`config.mk`:
```
export PLATFORM = sky130hd
export DESIGN_NAME = servo_command_frame_crc16_core
export DESIGN_NICKNAME = d
export VERILOG_FILES = /design/src/hw/rtl/scfc_pkg.sv /design/src/hw/rtl/scfc_front.sv /design/src/hw/rtl/scfc_queue.sv /design/src/hw/rtl/scfc_back.sv /design/src/hw/rtl/servo_command_frame_crc16_core.sv
export SDC_FILE = /design/constraint.sdc
export NUM_CORES = 1
export LEC_CHECK = 0
export ABC_AREA = 1
export CELL_PAD_IN_SITES_DETAIL_PLACEMENT = 0
export CELL_PAD_IN_SITES_GLOBAL_PLACEMENT = 1
export CORE_MARGIN = 4
export CORE_UTILIZATION = 40
export CTS_CLUSTER_SIZE = 40
export DETAILED_ROUTE_END_ITERATION = 16
export DONT_BUFFER_PORTS = 1
export GPL_ROUTABILITY_DRIVEN = 0
export PLACE_DENSITY = 0.62
export SYNTH_ARGS = -nofsm -noshare
export SYNTH_HDL_FRONTEND = slang
export SYNTH_SLANG_ARGS = --single-unit
```
`constraint.sdc`:
```
create_clock -name i_clk -period 11.4 [get_ports i_clk]
set_input_delay 2.28 -clock i_clk [delete_from_list [all_inputs] [get_ports i_clk]]
set_output_delay 2.28 -clock i_clk [all_outputs]
set_load 0.01 [all_outputs]
```
`src/hw/rtl/scfc_pkg.sv`:
```
`timescale 1ns / 1ps
// ----------------------------------------------------------------------------
// scfc_pkg
// Types, constants and the byte-wide CRC step shared by the servo command
// frame builder.
// ----------------------------------------------------------------------------
package scfc_pkg;

    // crc-16 settings: msb first, no reflection, no final xor
    localparam logic [15:0] CRC_INIT = 16'hFFFF;
    localparam logic [15:0] CRC_POLY = 16'h8005;
    localparam logic [15:0] CRC_TOP  = 16'h8000;

    // frame layout
    localparam int FRAME_LEN    = 6;
    localparam int HDR_LEN      = 4;
    localparam int QUEUE_DEPTH  = 2;

    localparam logic [2:0] BYTE_CMD    = 3'd0;
    localparam logic [2:0] BYTE_ID     = 3'd1;
    localparam logic [2:0] BYTE_ARG_HI = 3'd2;
    localparam logic [2:0] BYTE_ARG_LO = 3'd3;
    localparam logic [2:0] BYTE_CRC_HI = 3'd4;
    localparam logic [2:0] BYTE_CRC_LO = 3'd5;

    typedef struct packed {
        logic [7:0]  command;
        logic [7:0]  servo_id;
        logic [15:0] argument;
    } t_in_item;

    typedef struct packed {
        logic [7:0] frame_byte;
        logic       last_byte;
    } t_out_item;

    // finished frame handed from front to back
    typedef struct packed {
        logic [7:0]  command;
        logic [7:0]  servo_id;
        logic [15:0] argument;
        logic [15:0] crc;
    } t_frame;

    // handshake between two stages
    typedef struct packed {
        logic valid;
        logic ready;
    } t_link;

    // one byte of crc, eight shift steps
    function automatic logic [15:0] crc_byte(input logic [15:0] crc_in,
                                             input logic [7:0]  data);
        logic [15:0] c;
        c = crc_in ^ {data, 8'h00};
        for (int k = 0; k < 8; k++) begin
            if ((c & CRC_TOP) != 16'h0000) begin
                c = {c[14:0], 1'b0} ^ CRC_POLY;
            end else begin
                c = {c[14:0], 1'b0};
            end
        end
        return c;
    endfunction

endpackage

```
`src/hw/rtl/scfc_front.sv`:
```
`timescale 1ns / 1ps
// ----------------------------------------------------------------------------
// scfc_front
// Accepts one command item and runs the crc over its four header bytes,
// one byte per cycle, then hands the finished frame to the queue.
// ----------------------------------------------------------------------------
module scfc_front (
    input  logic              i_clk,
    input  logic              i_rst_n,
    input  logic              i_push,
    output logic              o_full,
    input  scfc_pkg::t_in_item i_item,
    output scfc_pkg::t_frame  o_frame,
    output scfc_pkg::t_link   o_link_valid,
    input  scfc_pkg::t_link   i_link_ready
);
    import scfc_pkg::*;

    logic            r_busy, n_busy;
    logic [1:0]      r_cnt, n_cnt;
    logic [15:0]     r_crc, n_crc;
    t_in_item        r_item, n_item;

    logic [7:0]      w_byte;
    logic [15:0]     w_crc_next;
    logic            w_done;
    logic            w_push_q;
    logic            w_accept;

    // header byte for the current crc step
    always_comb begin
        case ({1'b0, r_cnt})
            BYTE_CMD:    w_byte = r_item.command;
            BYTE_ID:     w_byte = r_item.servo_id;
            BYTE_ARG_HI: w_byte = r_item.argument[15:8];
            BYTE_ARG_LO: w_byte = r_item.argument[7:0];
            default:     w_byte = 8'h00;
        endcase
    end

    assign w_crc_next = crc_byte(r_crc, w_byte);
    assign w_done     = r_busy && (r_cnt == 2'(HDR_LEN - 1));
    assign w_push_q   = w_done && i_link_ready.ready;
    assign o_full     = r_busy && !w_push_q;
    assign w_accept   = i_push && !o_full;

    assign o_frame = '{command:  r_item.command,
                       servo_id: r_item.servo_id,
                       argument: r_item.argument,
                       crc:      w_crc_next};
    assign o_link_valid = '{valid: w_done, ready: 1'b0};

    // next state
    always_comb begin
        n_busy = r_busy;
        n_cnt  = r_cnt;
        n_crc  = r_crc;
        n_item = r_item;
        if (r_busy && !w_done) begin
            n_crc = w_crc_next;
            n_cnt = r_cnt + 2'd1;
        end
        if (w_push_q) begin
            n_busy = 1'b0;
        end
        if (w_accept) begin
            n_busy = 1'b1;
            n_cnt  = 2'd0;
            n_crc  = CRC_INIT;
            n_item = i_item;
        end
    end

    // control registers
    always_ff @(posedge i_clk) begin
        if (!i_rst_n) begin
            r_busy <= 1'b0;
            r_cnt  <= 2'd0;
        end else begin
            r_busy <= n_busy;
            r_cnt  <= n_cnt;
        end
    end

    // payload registers
    always_ff @(posedge i_clk) begin
        r_crc  <= n_crc;
        r_item <= n_item;
    end

    // a frame that waits for queue space keeps its crc and header
    a_hold_when_blocked: assert property (@(posedge i_clk) disable iff (!i_rst_n)
        (w_done && !i_link_ready.ready) |=> (r_busy && r_cnt == 2'(HDR_LEN - 1)))
        else $error("front lost a frame while the queue was full");

    // no item is taken while a crc is still running
    a_no_accept_mid_crc: assert property (@(posedge i_clk) disable iff (!i_rst_n)
        (r_busy && !w_done) |-> o_full)
        else $error("front accepted an item during the crc");

endmodule

```
`src/hw/rtl/scfc_queue.sv`:
```
`timescale 1ns / 1ps
// ----------------------------------------------------------------------------
// scfc_queue
// Short frame queue between the crc front and the byte serializer.
// ----------------------------------------------------------------------------
module scfc_queue #(
    parameter int DEPTH = scfc_pkg::QUEUE_DEPTH
) (
    input  logic             i_clk,
    input  logic             i_rst_n,
    input  scfc_pkg::t_frame i_frame,
    input  scfc_pkg::t_link  i_wr,
    output scfc_pkg::t_link  o_wr,
    output scfc_pkg::t_frame o_frame,
    output scfc_pkg::t_link  o_rd,
    input  scfc_pkg::t_link  i_rd
);
    import scfc_pkg::*;

    localparam int PW = (DEPTH > 1) ? $clog2(DEPTH) : 1;
    localparam int CW = $clog2(DEPTH + 1);

    t_frame          r_mem [DEPTH];
    logic [PW-1:0]   r_wptr, n_wptr;
    logic [PW-1:0]   r_rptr, n_rptr;
    logic [CW-1:0]   r_count, n_count;

    logic            w_wr;
    logic            w_rd;

    assign o_wr    = '{valid: 1'b0, ready: (r_count != CW'(DEPTH))};
    assign o_rd    = '{valid: (r_count != '0), ready: 1'b0};
    assign o_frame = r_mem[r_rptr];
    assign w_wr    = i_wr.valid && o_wr.ready;
    assign w_rd    = i_rd.ready && o_rd.valid;

    // pointer and count update
    always_comb begin
        n_wptr  = r_wptr;
        n_rptr  = r_rptr;
        n_count = r_count;
        if (w_wr) begin
            n_wptr = (r_wptr == PW'(DEPTH - 1)) ? '0 : r_wptr + PW'(1);
        end
        if (w_rd) begin
            n_rptr = (r_rptr == PW'(DEPTH - 1)) ? '0 : r_rptr + PW'(1);
        end
        case ({w_wr, w_rd})
            2'b10:   n_count = r_count + CW'(1);
            2'b01:   n_count = r_count - CW'(1);
            default: n_count = r_count;
        endcase
    end

    always_ff @(posedge i_clk) begin
        if (!i_rst_n) begin
            r_wptr  <= '0;
            r_rptr  <= '0;
            r_count <= '0;
        end else begin
            r_wptr  <= n_wptr;
            r_rptr  <= n_rptr;
            r_count <= n_count;
        end
    end

    // frame storage
    always_ff @(posedge i_clk) begin
        if (w_wr) begin
            r_mem[r_wptr] <= i_frame;
        end
    end

    a_count_bound: assert property (@(posedge i_clk) disable iff (!i_rst_n)
        r_count <= CW'(DEPTH))
        else $error("queue count beyond depth");

    a_write_counts: assert property (@(posedge i_clk) disable iff (!i_rst_n)
        (w_wr && !w_rd) |=> (r_count == $past(r_count) + CW'(1)))
        else $error("queue write not counted");

endmodule

```
`src/hw/rtl/scfc_back.sv`:
```
`timescale 1ns / 1ps
// ----------------------------------------------------------------------------
// scfc_back
// Takes finished frames from the queue and sends them one byte a cycle while
// i_pop is held, from a frame register, marking the crc low byte as last.
// ----------------------------------------------------------------------------
module scfc_back (
    input  logic               i_clk,
    input  logic               i_rst_n,
    input  scfc_pkg::t_frame   i_frame,
    input  scfc_pkg::t_link    i_q,
    output scfc_pkg::t_link    o_q,
    output logic               o_empty,
    input  logic               i_pop,
    output scfc_pkg::t_out_item o_item
);
    import scfc_pkg::*;

    t_frame      r_frame, n_frame;
    logic [2:0]  r_idx, n_idx;
    logic        r_valid, n_valid;

    logic        w_last;
    logic        w_take;
    logic        w_load;

    assign w_last  = (r_idx == BYTE_CRC_LO);
    assign w_take  = i_pop && r_valid;
    assign w_load  = i_q.valid && (!r_valid || (w_take && w_last));
    assign o_q     = '{valid: 1'b0, ready: w_load};
    assign o_empty = !r_valid;

    // byte select
    always_comb begin
        o_item.last_byte = w_last;
        case (r_idx)
            BYTE_CMD:    o_item.frame_byte = r_frame.command;
            BYTE_ID:     o_item.frame_byte = r_frame.servo_id;
            BYTE_ARG_HI: o_item.frame_byte = r_frame.argument[15:8];
            BYTE_ARG_LO: o_item.frame_byte = r_frame.argument[7:0];
            BYTE_CRC_HI: o_item.frame_byte = r_frame.crc[15:8];
            BYTE_CRC_LO: o_item.frame_byte = r_frame.crc[7:0];
            default:     o_item.frame_byte = 8'h00;
        endcase
    end

    // serializer next state
    always_comb begin
        n_frame = r_frame;
        n_idx   = r_idx;
        n_valid = r_valid;
        if (w_take) begin
            if (w_last) begin
                n_valid = 1'b0;
            end else begin
                n_idx = r_idx + 3'd1;
            end
        end
        if (w_load) begin
            n_frame = i_frame;
            n_idx   = BYTE_CMD;
            n_valid = 1'b1;
        end
    end

    always_ff @(posedge i_clk) begin
        if (!i_rst_n) begin
            r_idx   <= BYTE_CMD;
            r_valid <= 1'b0;
        end else begin
            r_idx   <= n_idx;
            r_valid <= n_valid;
        end
    end

    always_ff @(posedge i_clk) begin
        r_frame <= n_frame;
    end

    // byte index never runs past the frame
    a_idx_range: assert property (@(posedge i_clk) disable iff (!i_rst_n)
        r_idx <= BYTE_CRC_LO)
        else $error("byte index out of frame");

    // a waiting frame follows the last byte with no gap
    a_no_gap: assert property (@(posedge i_clk) disable iff (!i_rst_n)
        (w_take && w_last && i_q.valid) |=> (r_valid && r_idx == BYTE_CMD))
        else $error("gap between queued frames");

endmodule

```
`src/hw/rtl/servo_command_frame_crc16_core.sv`:
```
`timescale 1ns / 1ps
// Path: an accepted item runs 3 registered crc byte steps, the 4th step goes
//   with the queue write, then the serializer loads the frame onto the outputs.
// Flow: the result port gives one byte per cycle while pop is held; the front
//   takes a new item once its frame enters the queue of QDEPTH frames.
// Reset: synchronous active-low i_rst_n empties the front, queue and serializer.
// ----------------------------------------------------------------------------
// servo_command_frame_crc16_core
// Builds six-byte servo command frames with a crc-16 trailer and emits them
// one byte per result item.
// ----------------------------------------------------------------------------
module servo_command_frame_crc16_core #(
    parameter int QDEPTH = scfc_pkg::QUEUE_DEPTH
) (
    input  logic                i_clk,
    input  logic                i_rst_n,
    input  logic                push,
    output logic                full,
    input  scfc_pkg::t_in_item  i_item,
    output logic                empty,
    input  logic                pop,
    output scfc_pkg::t_out_item o_item
);
    import scfc_pkg::*;

    t_frame w_front_frame;
    t_frame w_q_frame;
    t_link  w_front_link;
    t_link  w_qwr_link;
    t_link  w_qrd_link;
    t_link  w_back_link;

    // crc front end
    scfc_front u_front (
        .i_clk        (i_clk),
        .i_rst_n      (i_rst_n),
        .i_push       (push),
        .o_full       (full),
        .i_item       (i_item),
        .o_frame      (w_front_frame),
        .o_link_valid (w_front_link),
        .i_link_ready (w_qwr_link)
    );

    // frame queue
    scfc_queue #(
        .DEPTH (QDEPTH)
    ) u_queue (
        .i_clk   (i_clk),
        .i_rst_n (i_rst_n),
        .i_frame (w_front_frame),
        .i_wr    (w_front_link),
        .o_wr    (w_qwr_link),
        .o_frame (w_q_frame),
        .o_rd    (w_qrd_link),
        .i_rd    (w_back_link)
    );

    // byte serializer
    scfc_back u_back (
        .i_clk   (i_clk),
        .i_rst_n (i_rst_n),
        .i_frame (w_q_frame),
        .i_q     (w_qrd_link),
        .o_q     (w_back_link),
        .o_empty (empty),
        .i_pop   (pop),
        .o_item  (o_item)
    );

endmodule
```
# Word-level counts from Yosys, hierarchy flattened

Memory sizes are Yosys's and may differ from the RTL's. A register that Yosys moved wholly into a read port is not among the register bits.
Cells that the tools add are included.

Register bits after elaboration: 59
Output and inout bits: 11
Memory bits (writable): 96
Memories: 1
Word-level logic and storage cells: 85
Input port bits: 36

Memories:

| name          | depth | bits a word | rd ports | clocked after Yosys merged registers in | wr ports | line             | text |
|---|---|---|---|---|---|---|---|
| u_queue.r_mem | 2     | 48          | 1        | 1                                       | 1        | scfc_queue.sv:23 | `t_frame r_mem [DEPTH];` |

Bitwise gates (word level): 11
$add $sub $neg: 6
Eq/ne operators: 11
Reductions and logical operators: 25
Mux-type cells: 20

Operators by type and width:

| kind                                           | count |
|---|---|
| two-way mux 16 bit                             | 8 |
| one-hot mux 8 bit (6 select lines)             | 1 |
| one-hot mux 8 bit (4 select lines)             | 1 |
| inverter 3 bit                                 | 8 |
| bitwise XOR 16 bit                             | 1 |
| nonzero test 2 bit                             | 5 |
| logical AND 1 bit                              | 9 |
| two-way mux 1 bit                              | 9 |
| == test 2 bit (second input constant)          | 3 |
| == test 3 x 2 -> 1 bit (second input constant) | 2 |
| == test 3 bit (second input constant)          | 2 |
| adder 2 x 1 -> 2 bit (second input constant)   | 2 |
| == test 2 x 1 -> 1 bit (second input constant) | 2 |
| logical NOT 1 bit                              | 4 |
| one-hot mux 2 bit (2 select lines)             | 1 |
| AND reduction 2 bit                            | 2 |
| OR reduction 2 bit                             | 2 |
| adder 3 x 1 -> 3 bit (second input constant)   | 1 |
| == test 3 x 1 -> 1 bit (second input constant) | 1 |
| logical NOT 3 bit                              | 1 |
| adder 1 bit (second input constant)            | 2 |
| logical NOT 2 bit                              | 1 |
| inequality test 2 bit (second input constant)  | 1 |
| inverter 1 bit                                 | 2 |
| other kinds (2)                                | 2 |

# Depth between registers and ports, before layout

Gate-level depths: netlist of run 1.

Depth in word-level cells: 19
Mapped depth: 23
Gate-level depth less buffers: 22

# Cells and area by module

From an unflattened synthesis of run 1, not the netlist that was laid out.

Cell total of the unflattened synthesis: 679
Area, all modules: 8563.2 um^2

Modules (own cells, without submodules):

| module     | area each (um^2) | sequential area each (um^2) | cells an instance | times used |
|---|---|---|---|---|
| scfc_queue | 3796.1           | 2982.9                      | 188               | 1 |
| scfc_front | 2618.8           | 1341.3                      | 293               | 1 |
| scfc_back  | 2148.3           | 1521.5                      | 198               | 1 |

# Least setup slack after synthesis of run 1

Ideal clock, no wire load.

Path kind: input to register
Start: input pop
End: register u_queue.r_count[1]
Arrival: 5.831 ns
Required time: 11.330 ns
Library setup time: 0.070 ns
Path slack: 5.500 ns
Cell stages on the path: 8
Buffers on the path: 0
Path through: a21oi_1 -> a21oi_1 -> ha_1 -> inv_1 -> nand2_1 -> nor2_1 -> o21ai_0 -> a21oi_1

Word-level cells in the longest chain between the ends: 7
Elaborated cells on any way between the ends: 9
Classes of those cells: eq/ne: 2; mux: 1; reduce/logical: 6

RTL lines:

| item                                                                     | line                                 | text |
|---|---|---|
| start: declaration                                                       | servo_command_frame_crc16_core.sv:21 | `input logic pop,` |
| logical AND 1 bit *                                                      | scfc_back.sv:28                      | `assign w_take = i_pop && r_valid;` |
| logical AND 1 bit *                                                      | scfc_back.sv:29                      | `assign w_load = i_q.valid && (!r_valid \|\| (w_take && w_last));` |
| logical OR 1 bit *                                                       | scfc_back.sv:29                      |  |
| logical AND 1 bit *                                                      | scfc_back.sv:29                      |  |
| logical AND 1 bit *                                                      | scfc_queue.sv:35                     | `assign w_rd = i_rd.ready && o_rd.valid;` |
| == test 2 x 1 -> 1 bit or == test 2 bit (tied branches)                  | scfc_queue.sv:48                     | `case ({w_wr, w_rd})` |
| one-hot mux 2 bit (2 select lines) or nonzero test 2 bit (tied branches) | --                                   |  |
| end signal: assignment                                                   | scfc_queue.sv:63                     | `r_count <= n_count;` |
| end: declaration                                                         | scfc_queue.sv:26                     | `logic [CW-1:0] r_count, n_count;` |

Mark *: on every way between the ends. The rest lies on a longest branch, timed or not.
A chain may end at the register's enable or synchronous reset.

==> impl_metrics.csv, run 1 <==
group,metric,value,unit
drt,dr.pass1.iters,5,
worst_setup_path,critPathSlowestCell,"clkinv_1",
synthesis,synth.top_cell.area_share,64.8,%
pwr,vdd_drop_max,119,µV
clocking,cts_buffers,22,
cells_and_area,num-fill-cells,1793,
synthesis,synth_area_leader_cell,"edfxtp_1",
cells_and_area,drive_gt1_share,12.8,%
synthesis,seq_area_frac_synth,71.4,%
synthesis,synth_mux_area_share,0,%
worst_setup_path,critPathKind,"reg -> out",
timing,period_share,41.5,%
pwr,p_clk_share,35.2,%
clocking,postCtsHoldBufs,0,
timing,slew_viol_final,0,
placed_design,dp_hpwl,11.4,mm
floorplanning,num_rows,51,
synthesis,synth_ff_type,"edfxtp_1",
grt,grt_busiest_layer,"met2",
pwr,p_int,0.00147,W
floorplanning,start_util,41.2,%
timing,slew_headroom,26.1,%
floorplanning,core_area,19800,µm²
pwr,power_frac_seq,48.0,%
placed_design,port_buffers,0,
synthesis,synthTopCellsByArea,"edfxtp_1 (65%), nand2_1 (11%), dfxtp_1 (6.6%)",
synthesis,synth-seq-cells,203,
drt,vias,4716,
synthesis,avgSynthCellArea,12.2,µm²
timing,rsz0062_at_grt,"no",
floorplanning,die_h,151,µm
drt,drtIter0Drc,346,
worst_setup_path,critPathLaunchType,"flip-flop",
grt,grt_usage,15.9,%
cells_and_area,area_growth,12.9,%
synthesis,syn_nets,716,
synthesis,ys_types,35,
clocking,ctsRootBufferMaster,"clkbuf_16",
clocking,cts_num_sinks,203,
worst_setup_path,crit_path_end_kind,"primary output",
clocking,post_cts_buffers,0,
synthesis,yosysWarnings,0,
pwr,comb_power_share,16.8,%
grt,grt.met1_usage,22.1,%
worst_setup_path,cp_max_fo,10,
job,maxCapViolCount,0,
synthesis,synth_top_family_by_area,"simple AND/OR/NAND/NOR gates",
grt,grt_pass1_wl,27.1,mm
synthesis,synthAdderAreaFrac,1.53,%
cells_and_area,nNetsFinal,725,
grt,grt_use_met2,26.0,%
grt,grt.overflow.total,0,
synthesis,yosys.area_share.simple,18.3,%
outcome,outcome,"completed",
drt,drc_errors,0,
grt,first_global_vias,4647,
timing,worst_pin_slew,1.11,ns
pwr,switching_share,28.1,%
clocking,cts_max_level,1,
synthesis,synthesis.area,8160,µm²
worst_setup_path,cp_cell_sequence,"inv_1, ha_1, nand2_1, clkinv_1, a22o_1, a221oi_1, nand3_1",
worst_setup_path,cpPeakStageDelay,0.42,ns
timing,fin_crit,4.73,ns
drt,viasPerCell,4.91,
min_path,min_path_type,"reg -> reg",
timing,setup_violations,0,
synthesis,synthXorXnorAreaFrac,1.69,%
synthesis,synth_edf_count,176,
pwr,p_sw,0.000574,W
timing,hold_viol,0,
drt,finalWirelength,17.6,mm
clocking,clk_latency,0.49,ns
clocking,cts.path.max_buffers,3,
clocking,path_clk_slew,0.06,ns
synthesis,syn_inst,670,
synthesis,synth-compound-area-share,4.06,%
floorplanning,die_area,22700,µm²
timing,skew,0.00779,ns
drt,wl_per_cell,18.3,µm
clocking,post_cts_resized,0,
grt,antenna_found_initial,1,
cells_and_area,fin_util,46.6,%
clocking,cts_tree,"yes",
worst_setup_path,cp_data_required_time,9.12,ns
pwr,power_density,222,nW/µm²
synthesis,ys_async_sr_fraction,0,%
floorplanning,die_x,151,µm
floorplanning,pin_count,47,
grt,grt_max_degree,53,
worst_setup_path,cp.arrival,2.45,ns
pwr,p_leak,3.46,nW
timing,fin_tns_setup,0,ns
drt,ant_nets,0,
timing,max_freq,211,MHz
grt,grt_use_met3,2.69,%
cells in the final DEF, fill, tap and decap left out, types with 8 or more instances in the layout:
master     instances
nand2_1          238
edfxtp_1         176
nand3_1           39
inv_1             34
dfxtp_1           26
a21oi_1           24
clkbuf_16         23
nand2_2           15
nand3_2           12
xor2_1            10
ha_1              10
o21ai_0            8
nor2_1             8
a221oi_1           8
power groups by stage:
stage	Combinational [W]	Clock (W)	Sequential, W
floorplan	0.000271	0	0.000963
global placement	0.000340	0	0.000996
detailed placement	0.000349	0	0.000996
CTS	0.000350	0.000736	0.000981
global route	0.000390	0.000765	0.000988
finish	0.000342	0.000718	0.000980
cell type report:
cell class	instances	area, µm²	area share [%]
Timing Repair Buffer	6	45.0	0.489
Tap cell	265	332	3.60
Sequential cell	203	5830	63.3
Multi-Input combinational cell	408	2120	23.0
Clock buffer	28	604	6.56
Inverter	38	143	1.55
Clock inverter	12	135	1.47
Antenna cell	1	2.50	0.0272
cells by family (layout without fill, tap and decap cells):
kind of cell             count (synthesis)  count (layout)
AO/OA/AOI/OAI                           53              53
adder cells (fa/ha/maj)                 10              10
AND/OR/NAND/NOR                        331             331
other                                    0               1
buffers and inverters                   59              84
XOR/XNOR                                14              14
flip-flops                             203             203
cells in the mapped netlist (all sizes together), types with 6 or more instances:
library cell and count:
nand2 258, edfxtp 176, nand3 53, inv 37, dfxtp 27, a21oi 25
clkbuf 13, nor2 11, xor2 11, ha 10, o21ai 10, a221oi 8
buf 8, a22o 6
per-stage QoR:
step	worst slack, ns	cells	total power [W]	hold slack, ns	instance area [µm²]
after floorplan	5.50	670	0.00123	0.439	8160
after global placement	7.22	920	0.00134	0.455	8470
after detailed placement	7.17	920	0.00135	0.463	8470
after CTS	6.62	960	0.00207	0.472	9210
after global routing	6.45	960	0.00214	0.481	9210
final	6.67	961	0.00204	0.481	9210
flip-flops by register name, summed over array words and instances, names as in the netlist:
register and flops:
u_queue.r_rptr 1, u_back.r_valid 1, u_front.r_crc 16, u_queue.r_count 2, u_back.r_idx 3, u_queue.r_wptr 1
u_back.r_frame 48, u_front.r_busy 1, u_front.o_frame 32, u_front.r_cnt 2, u_queue.r_mem 96
per-layer routing:
metal / vias to the layer above / part of all wire [%]
met5: - / 0.074
met4: 2 / 2.1
met3: 27 / 3.6
met2: 77 / 48
met1: 2298 / 47
li1: 2312 / -
final timing paths:
kind | endpoint | slack (ns) | startpoint | cells past startpoint
worst max-delay path | o_item[8] | 6.67 | u_back.r_idx[1] | 7
worst min-delay path | u_queue.r_mem[0][36] | 0.48 | u_front.o_frame[36] | 0
worst max register to register | u_queue.r_mem[0][2] | 8.04 | u_front.r_cnt[0] | 13
worst min register to register | u_queue.r_mem[0][36] | 0.48 | u_front.o_frame[36] | 0
worst max-delay path, delay by kind of cell (launching register included):
kind	cells	cell delay (ns)
buf+inv	2	0.51
fa+ha+maj	1	0.19
compound gates	2	0.56
simple gates	2	0.31
flops	1	0.38
(Power assumes the default switching activity.)
==> run 2: changes to the inputs <==
--- a/config.mk
+++ b/config.mk
@@ -5,7 +5,7 @@
 export SDC_FILE = /design/constraint.sdc
 export NUM_CORES = 1
 export LEC_CHECK = 0
-export ABC_AREA = 1
+export ABC_AREA = 0
 export CELL_PAD_IN_SITES_DETAIL_PLACEMENT = 0
 export CELL_PAD_IN_SITES_GLOBAL_PLACEMENT = 1
 export CORE_MARGIN = 4
==> constraint.sdc (replaced) <==
create_clock -name i_clk -period 4.2 [get_ports i_clk]
set_input_delay 0.84 -clock i_clk [delete_from_list [all_inputs] [get_ports i_clk]]
set_output_delay 0.84 -clock i_clk [all_outputs]
set_load 0.01 [all_outputs]
==> run 2 against run 1 <==
  * Clock skew about the same
  * Wire length decreased by 11%
  * Total power grew to 2.7 times the previous value
  * Critical endpoint is now o_item[2]
==> impl_metrics.csv, run 2 <==
group,metric,value,unit
floorplanning,core_area,19000,µm²
timing,worst_pin_slew,1.22,ns
synthesis,ys_async_sr_fraction,0,%
placed_design,dp_hpwl,10.2,mm
cells_and_area,area_growth,13.7,%
synthesis,seq_area_frac_synth,74.2,%
synthesis,yosysMostFrequentCell,"edfxtp_1",
floorplanning,die_x,148,µm
timing,hold_viol,0,
synthesis,synth.top_cell.area_share,67.3,%
pwr,power_density,606,nW/µm²
cells_and_area,drive_gt1_share,20.0,%
timing,setup_violations,0,
synthesis,syn_inst,463,
clocking,cts_num_sinks,203,
grt,grt_max_degree,40,
timing,rsz0062_at_grt,"no",
synthesis,synth_common_cells,"edfxtp_1 (176), mux2_2 (39), nand2_1 (31), dfxtp_1 (27)",
synthesis,synthTopCellsByArea,"edfxtp_1 (67%), dfxtp_1 (6.9%), mux2_2 (5.6%)",
worst_setup_path,cpPeakStageDelay,0.71,ns
cells_and_area,multiInputGateArea,1870,µm²
synthesis,avgSynthCellArea,16.9,µm²
worst_setup_path,critPathLaunchType,"flip-flop",
cells_and_area,fin_area,8920,µm²
drt,dr.pass1.iters,5,
timing,period_share,82.7,%
synthesis,synthesis.area,7850,µm²
cells_and_area,num-fill-cells,1667,
timing,fin_tns_setup,0,ns
worst_setup_path,critPathKind,"reg -> out",
worst_setup_path,critPathSlowestCell,"dfxtp_1",
worst_setup_path,cp_data_required_time,3.36,ns
cells_and_area,final-seq-area,5830,µm²
clocking,cts_max_level,1,
floorplanning,start_util,41.3,%
floorplanning,die_h,148,µm
floorplanning,pin_count,47,
timing,slew_viol_final,0,
drt,viasPerCell,5.13,
cells_and_area,largest_reg_flops,96,
synthesis,synth_edf_count,176,
worst_setup_path,critPathBufInv,1,
pwr,vdd_drop_max,366,µV
worst_setup_path,cp_cell_sequence,"inv_1, ha_1, a32o_1, a221o_1",
cells_and_area,mostFrequentLayoutCells,"edfxtp_1 (176), mux2_2 (39), nand2_1 (31)",
synthesis,syn_nets,509,
clocking,postCtsHoldBufs,0,
cells_and_area,nNetsFinal,520,
clocking,cts_buffers,22,
grt,antenna_found_initial,0,
floorplanning,die_area,21900,µm²
grt,first_global_vias,4015,
clocking,post_cts_buffers,0,
timing,slew_headroom,18.8,%
timing,skew,0.00745,ns
clocking,ctsRootBufferMaster,"clkbuf_16",
synthesis,synth_ff_type,"edfxtp_1",
floorplanning,num_rows,50,
cells_and_area,antenna_cells,0,
synthesis,synth-seq-cells,203,
synthesis,yosysWarnings,0,
drt,drc_errors,0,
outcome,outcome,"completed",
clocking,clk_latency,0.49,ns
synthesis,ys_types,43,
synthesis,synth_area_leader_cell,"edfxtp_1",
worst_setup_path,cp.arrival,2.63,ns
job,maxCapViolCount,0,
drt,finalWirelength,15.7,mm
grt,grt.overflow.total,0,
placed_design,placed_area,8160,µm²
drt,vias,3849,
drt,drtIter0Drc,328,
clocking,cts.path.max_buffers,3,
placed_design,port_buffers,0,
clocking,cts_tree,"yes",
min_path,min_path_type,"in -> reg",
grt,grt_usage,14.4,%
cells_and_area,layout_commonest_cell,"edfxtp_1",
worst_setup_path,crit_path_end_kind,"primary output",
drt,wl_per_cell,20.9,µm
drt,ant_nets,0,
worst_setup_path,cp_max_fo,12,
clocking,path_clk_slew,0.06,ns
pwr,p_leak,3.05,nW
cells_and_area,largest_register,"u_queue.r_mem",
grt,grt_pass1_wl,24.0,mm
worst_setup_path,cp_top_family,"flip-flops",
timing,fin_crit,3.47,ns
timing,max_freq,288,MHz
clocking,post_cts_resized,0,
run 2: kinds of logic (layout without fill, tap and decap cells):
family / after synthesis / after routing / share of synthesized area [%]
AOI/OAI and AO/OA: 55 / 55 / 5.40
xor gates and xnor gates: 28 / 28 / 4.32
adders and majority gates: 10 / 10 / 1.59
buffers and inverters: 41 / 68 / 2.25
DFF: 203 / 203 / 74.2
muxes: 59 / 59 / 8.48
and+or+nand+nor: 67 / 67 / 3.71
run 2: metrics by stage:
step | cells | setup slack (ns) | utilization [%] | hold WS (ns) | power [W]
global route | 750 | 0.589 | 46.9 | 0.418 | 0.00564
CTS | 750 | 0.691 | 46.9 | 0.425 | 0.00546
global placement | 710 | 1.22 | 42.9 | 0.452 | 0.00341
floorplan | 463 | 0.834 | - | 0.444 | 0.00323
finish | 750 | 0.727 | 46.9 | 0.444 | 0.00541
detailed placement | 710 | 1.12 | 42.9 | 0.460 | 0.00344
run 2: path summary, 6_finish.rpt:
check,from,endpoint,slack (ns),depth (start not counted)
max reg2reg,u_front.r_cnt[0],u_front.r_crc[1],1.14,8
min reg2reg,u_front.r_crc[0],u_front.r_crc[0],0.46,2
max,u_back.r_idx[2],o_item[2],0.73,4
min,i_item[7],u_front.o_frame[23],0.44,0
run 2: per-layer routing:
metal	track usage [%]	vias up	share of wire, %
met4	3.93	0	2.2
met5	0	-	0
li1	-	1779	-
met2	23.1	95	47
met3	3.05	25	5.5
met1	20.1	1950	45
run 2: power breakdown:
part | internal, W | switching (W) | leakage, nW
clock | 0.00128 | 0.000734 | 0.374
sequential | 0.00244 | 0.000102 | 1.82
combinational | 0.000387 | 0.000465 | 0.852
run 2: cell type report:
cell class | instances | area share (%)
Clock buffer | 32 | 7.05
Clock inverter | 8 | 1.54
Inverter | 21 | 0.883
Multi-Input combinational cell | 219 | 21.0
Sequential cell | 203 | 65.3
Tap cell | 260 | 3.65
Timing Repair Buffer | 7 | 0.589
==> run 3: changes to the inputs <==
--- a/config.mk
+++ b/config.mk
@@ -14,7 +14,7 @@
 export DETAILED_ROUTE_END_ITERATION = 16
 export DONT_BUFFER_PORTS = 1
 export GPL_ROUTABILITY_DRIVEN = 0
-export PLACE_DENSITY = 0.62
+export PLACE_DENSITY = 0.59
 export SYNTH_ARGS = -nofsm -noshare
 export SYNTH_HDL_FRONTEND = slang
 export SYNTH_SLANG_ARGS = --single-unit
==> constraint.sdc (replaced) <==
create_clock -name i_clk -period 3.2 [get_ports i_clk]
set_input_delay 0.64 -clock i_clk [delete_from_list [all_inputs] [get_ports i_clk]]
set_output_delay 0.64 -clock i_clk [all_outputs]
set_load 0.01 [all_outputs]
==> run 3 against run 2 <==
  * Critical path depth is 2 higher
  * Combinational power is 34% higher
  * Count of clock-buffer cells in the layout stayed put
  * Total power is 29% higher
  * Largest power group unchanged
  * Largest cell class unchanged
==> impl_metrics.csv, run 3 (synthesis results as in run 2) <==
group,metric,value,unit
outcome,outcome,"completed",
job,maxCapViolCount,0,
timing,skew,0.00857,ns
worst_setup_path,cp_max_fo,10,
grt,grt_usage,14.7,%
floorplanning,die_area,21900,µm²
worst_setup_path,crit_path_end_kind,"primary output",
floorplanning,die_h,148,µm
drt,dr.pass1.iters,6,
timing,max_freq,347,MHz
clocking,cts_max_level,1,
cells_and_area,antenna_cells,0,
clocking,cts_num_sinks,203,
worst_setup_path,worstReg2RegEnd,"u_front.r_crc[0]",
clocking,cts_tree,"yes",
clocking,cts_buffers,22,
placed_design,dp_hpwl,10.3,mm
timing,fin_crit,2.89,ns
floorplanning,start_util,41.3,%
floorplanning,core_area,19000,µm²
grt,antenna_found_initial,0,
drt,wl_met2,7.43,mm
timing,rsz0062_at_grt,"no",
clocking,cts.path.max_buffers,3,
placed_design,placed_area,8220,µm²
timing,slew_headroom,42.1,%
clocking,post_cts_resized,0,
drt,viasPerCell,5.08,
pwr,p_leak,3.07,nW
clocking,post_cts_buffers,0,
drt,wl_met1,7.55,mm
floorplanning,pin_count,47,
cells_and_area,layout_commonest_cell,"edfxtp_1",
clocking,clk_latency,0.49,ns
floorplanning,num_rows,50,
cells_and_area,nNetsFinal,529,
worst_setup_path,critPathKind,"reg -> out",
placed_design,port_buffers,0,
cells_and_area,mostFrequentLayoutCells,"edfxtp_1 (176), mux2_2 (39), nand2_1 (31)",
worst_setup_path,crit_end,"o_item[8]",
worst_setup_path,rr_worst_depth,9,
timing,period_share,90.2,%
floorplanning,die_x,148,µm
cells_and_area,largest_reg_flops,96,
cells_and_area,drive_gt1_share,21.8,%
worst_setup_path,rr_startpoint,"u_front.r_cnt[0]",
drt,vias,3852,
grt,grt_max_degree,50,
pwr,vdd_drop_max,421,µV
timing,hold_viol,0,
drt,ant_nets,0,
drt,finalWirelength,16.0,mm
grt,grt_pass1_wl,24.4,mm
pwr,power_density,777,nW/µm²
cells_and_area,fin_area,8950,µm²
timing,fin_tns_setup,0,ns
cells_and_area,area_growth,14.1,%
clocking,postCtsHoldBufs,0,
drt,wl_per_cell,21.1,µm
cells_and_area,fin_util,47.1,%
cells_and_area,largest_register,"u_queue.r_mem",
worst_setup_path,r2r_slack,0.33,ns
worst_setup_path,critPathLaunchType,"flip-flop",
clocking,ctsRootBufferMaster,"clkbuf_16",
worst_setup_path,cp_data_required_time,2.56,ns
timing,slew_viol_final,0,
drt,drtIter0Drc,334,
worst_setup_path,critical_path.startpoint,"u_back.r_idx[0]",
drt,routed-wl-met3,702,µm
min_path,min_path_type,"in -> reg",
grt,grt.overflow.total,0,
timing,setup_violations,0,
timing,hold_slack,0.246,ns
clocking,path_clk_slew,0.06,ns
worst_setup_path,cp.arrival,2.25,ns
drt,top_layer_used,"met4",
drt,drc_errors,0,
grt,first_global_vias,3960,
timing,worst_pin_slew,0.869,ns
pwr,design_power_total,0.00695,W
==> run 3: changes by cell type in the layout (fill, tap and decap cells not counted), sizes merged <==
| cell | before | now |
|---|---|---|
| buf | 7 | 16 |
| bufinv | 4 | 2 |
| clkinvlp | 0 | 1 |
| inv | 17 | 18 |
==> run 3: where the power goes <==
group	switching (W)	leakage [nW]	internal, W
Combinational	0.000617	0.895	0.000521
Clock	0.000969	0.356	0.00153
Sequential	0.000113	1.82	0.00320
Total	0.00170	3.07	0.00526
==> run 3: routing by layer <==
metal | track usage [%] | vias to the layer above
li1 | - | 1795
met1 | 21.7 | 1943
met2 | 23.0 | 88
met3 | 2.83 | 26
met4 | 3.33 | 0
met5 | 0 | -
==> run 3: per-stage QoR <==
step           setup slack, ns  std cells
6_report                 0.315        759
5_1_grt                  0.178        759
4_1_cts                  0.274        759
3_5_place_dp             0.351        719
3_3_place_gp             0.484        719
2_1_floorplan           -0.141        463
==> run 3: worst min-delay path by stage <==
stage	start	to	slack (ns)	depth (start not counted)
after floorplan	u_front.r_crc[0]	u_front.r_crc[0]	0.44	2
after global placement	u_front.r_crc[0]	u_front.r_crc[0]	0.46	2
after detailed placement	u_front.r_crc[0]	u_front.r_crc[0]	0.46	2
after CTS	i_item[22]	u_front.o_frame[38]	0.22	0
after global routing	i_item[21]	u_front.o_frame[37]	0.22	0
final	i_item[22]	u_front.o_frame[38]	0.25	0
==> run 3: cell type report <==
cell class                 count  area [µm²]
clock buffer                  32         629
tap                          260         325
inverter                      21        78.8
fill                        1660       10100
multi-input combinational    219        1870
clock inverter                 8        98.8
timing repair buffer          16         120
sequential                   203        5830
==> run 3: critical path: stages, from the launching register on <==
cell,delay [ns]
dfxtp_1,0.35
inv_1,0.09
ha_1,0.62
a22oi_1,0.16
nor2_1,0.24
a21oi_1,0.06
o21ai_1,0.24
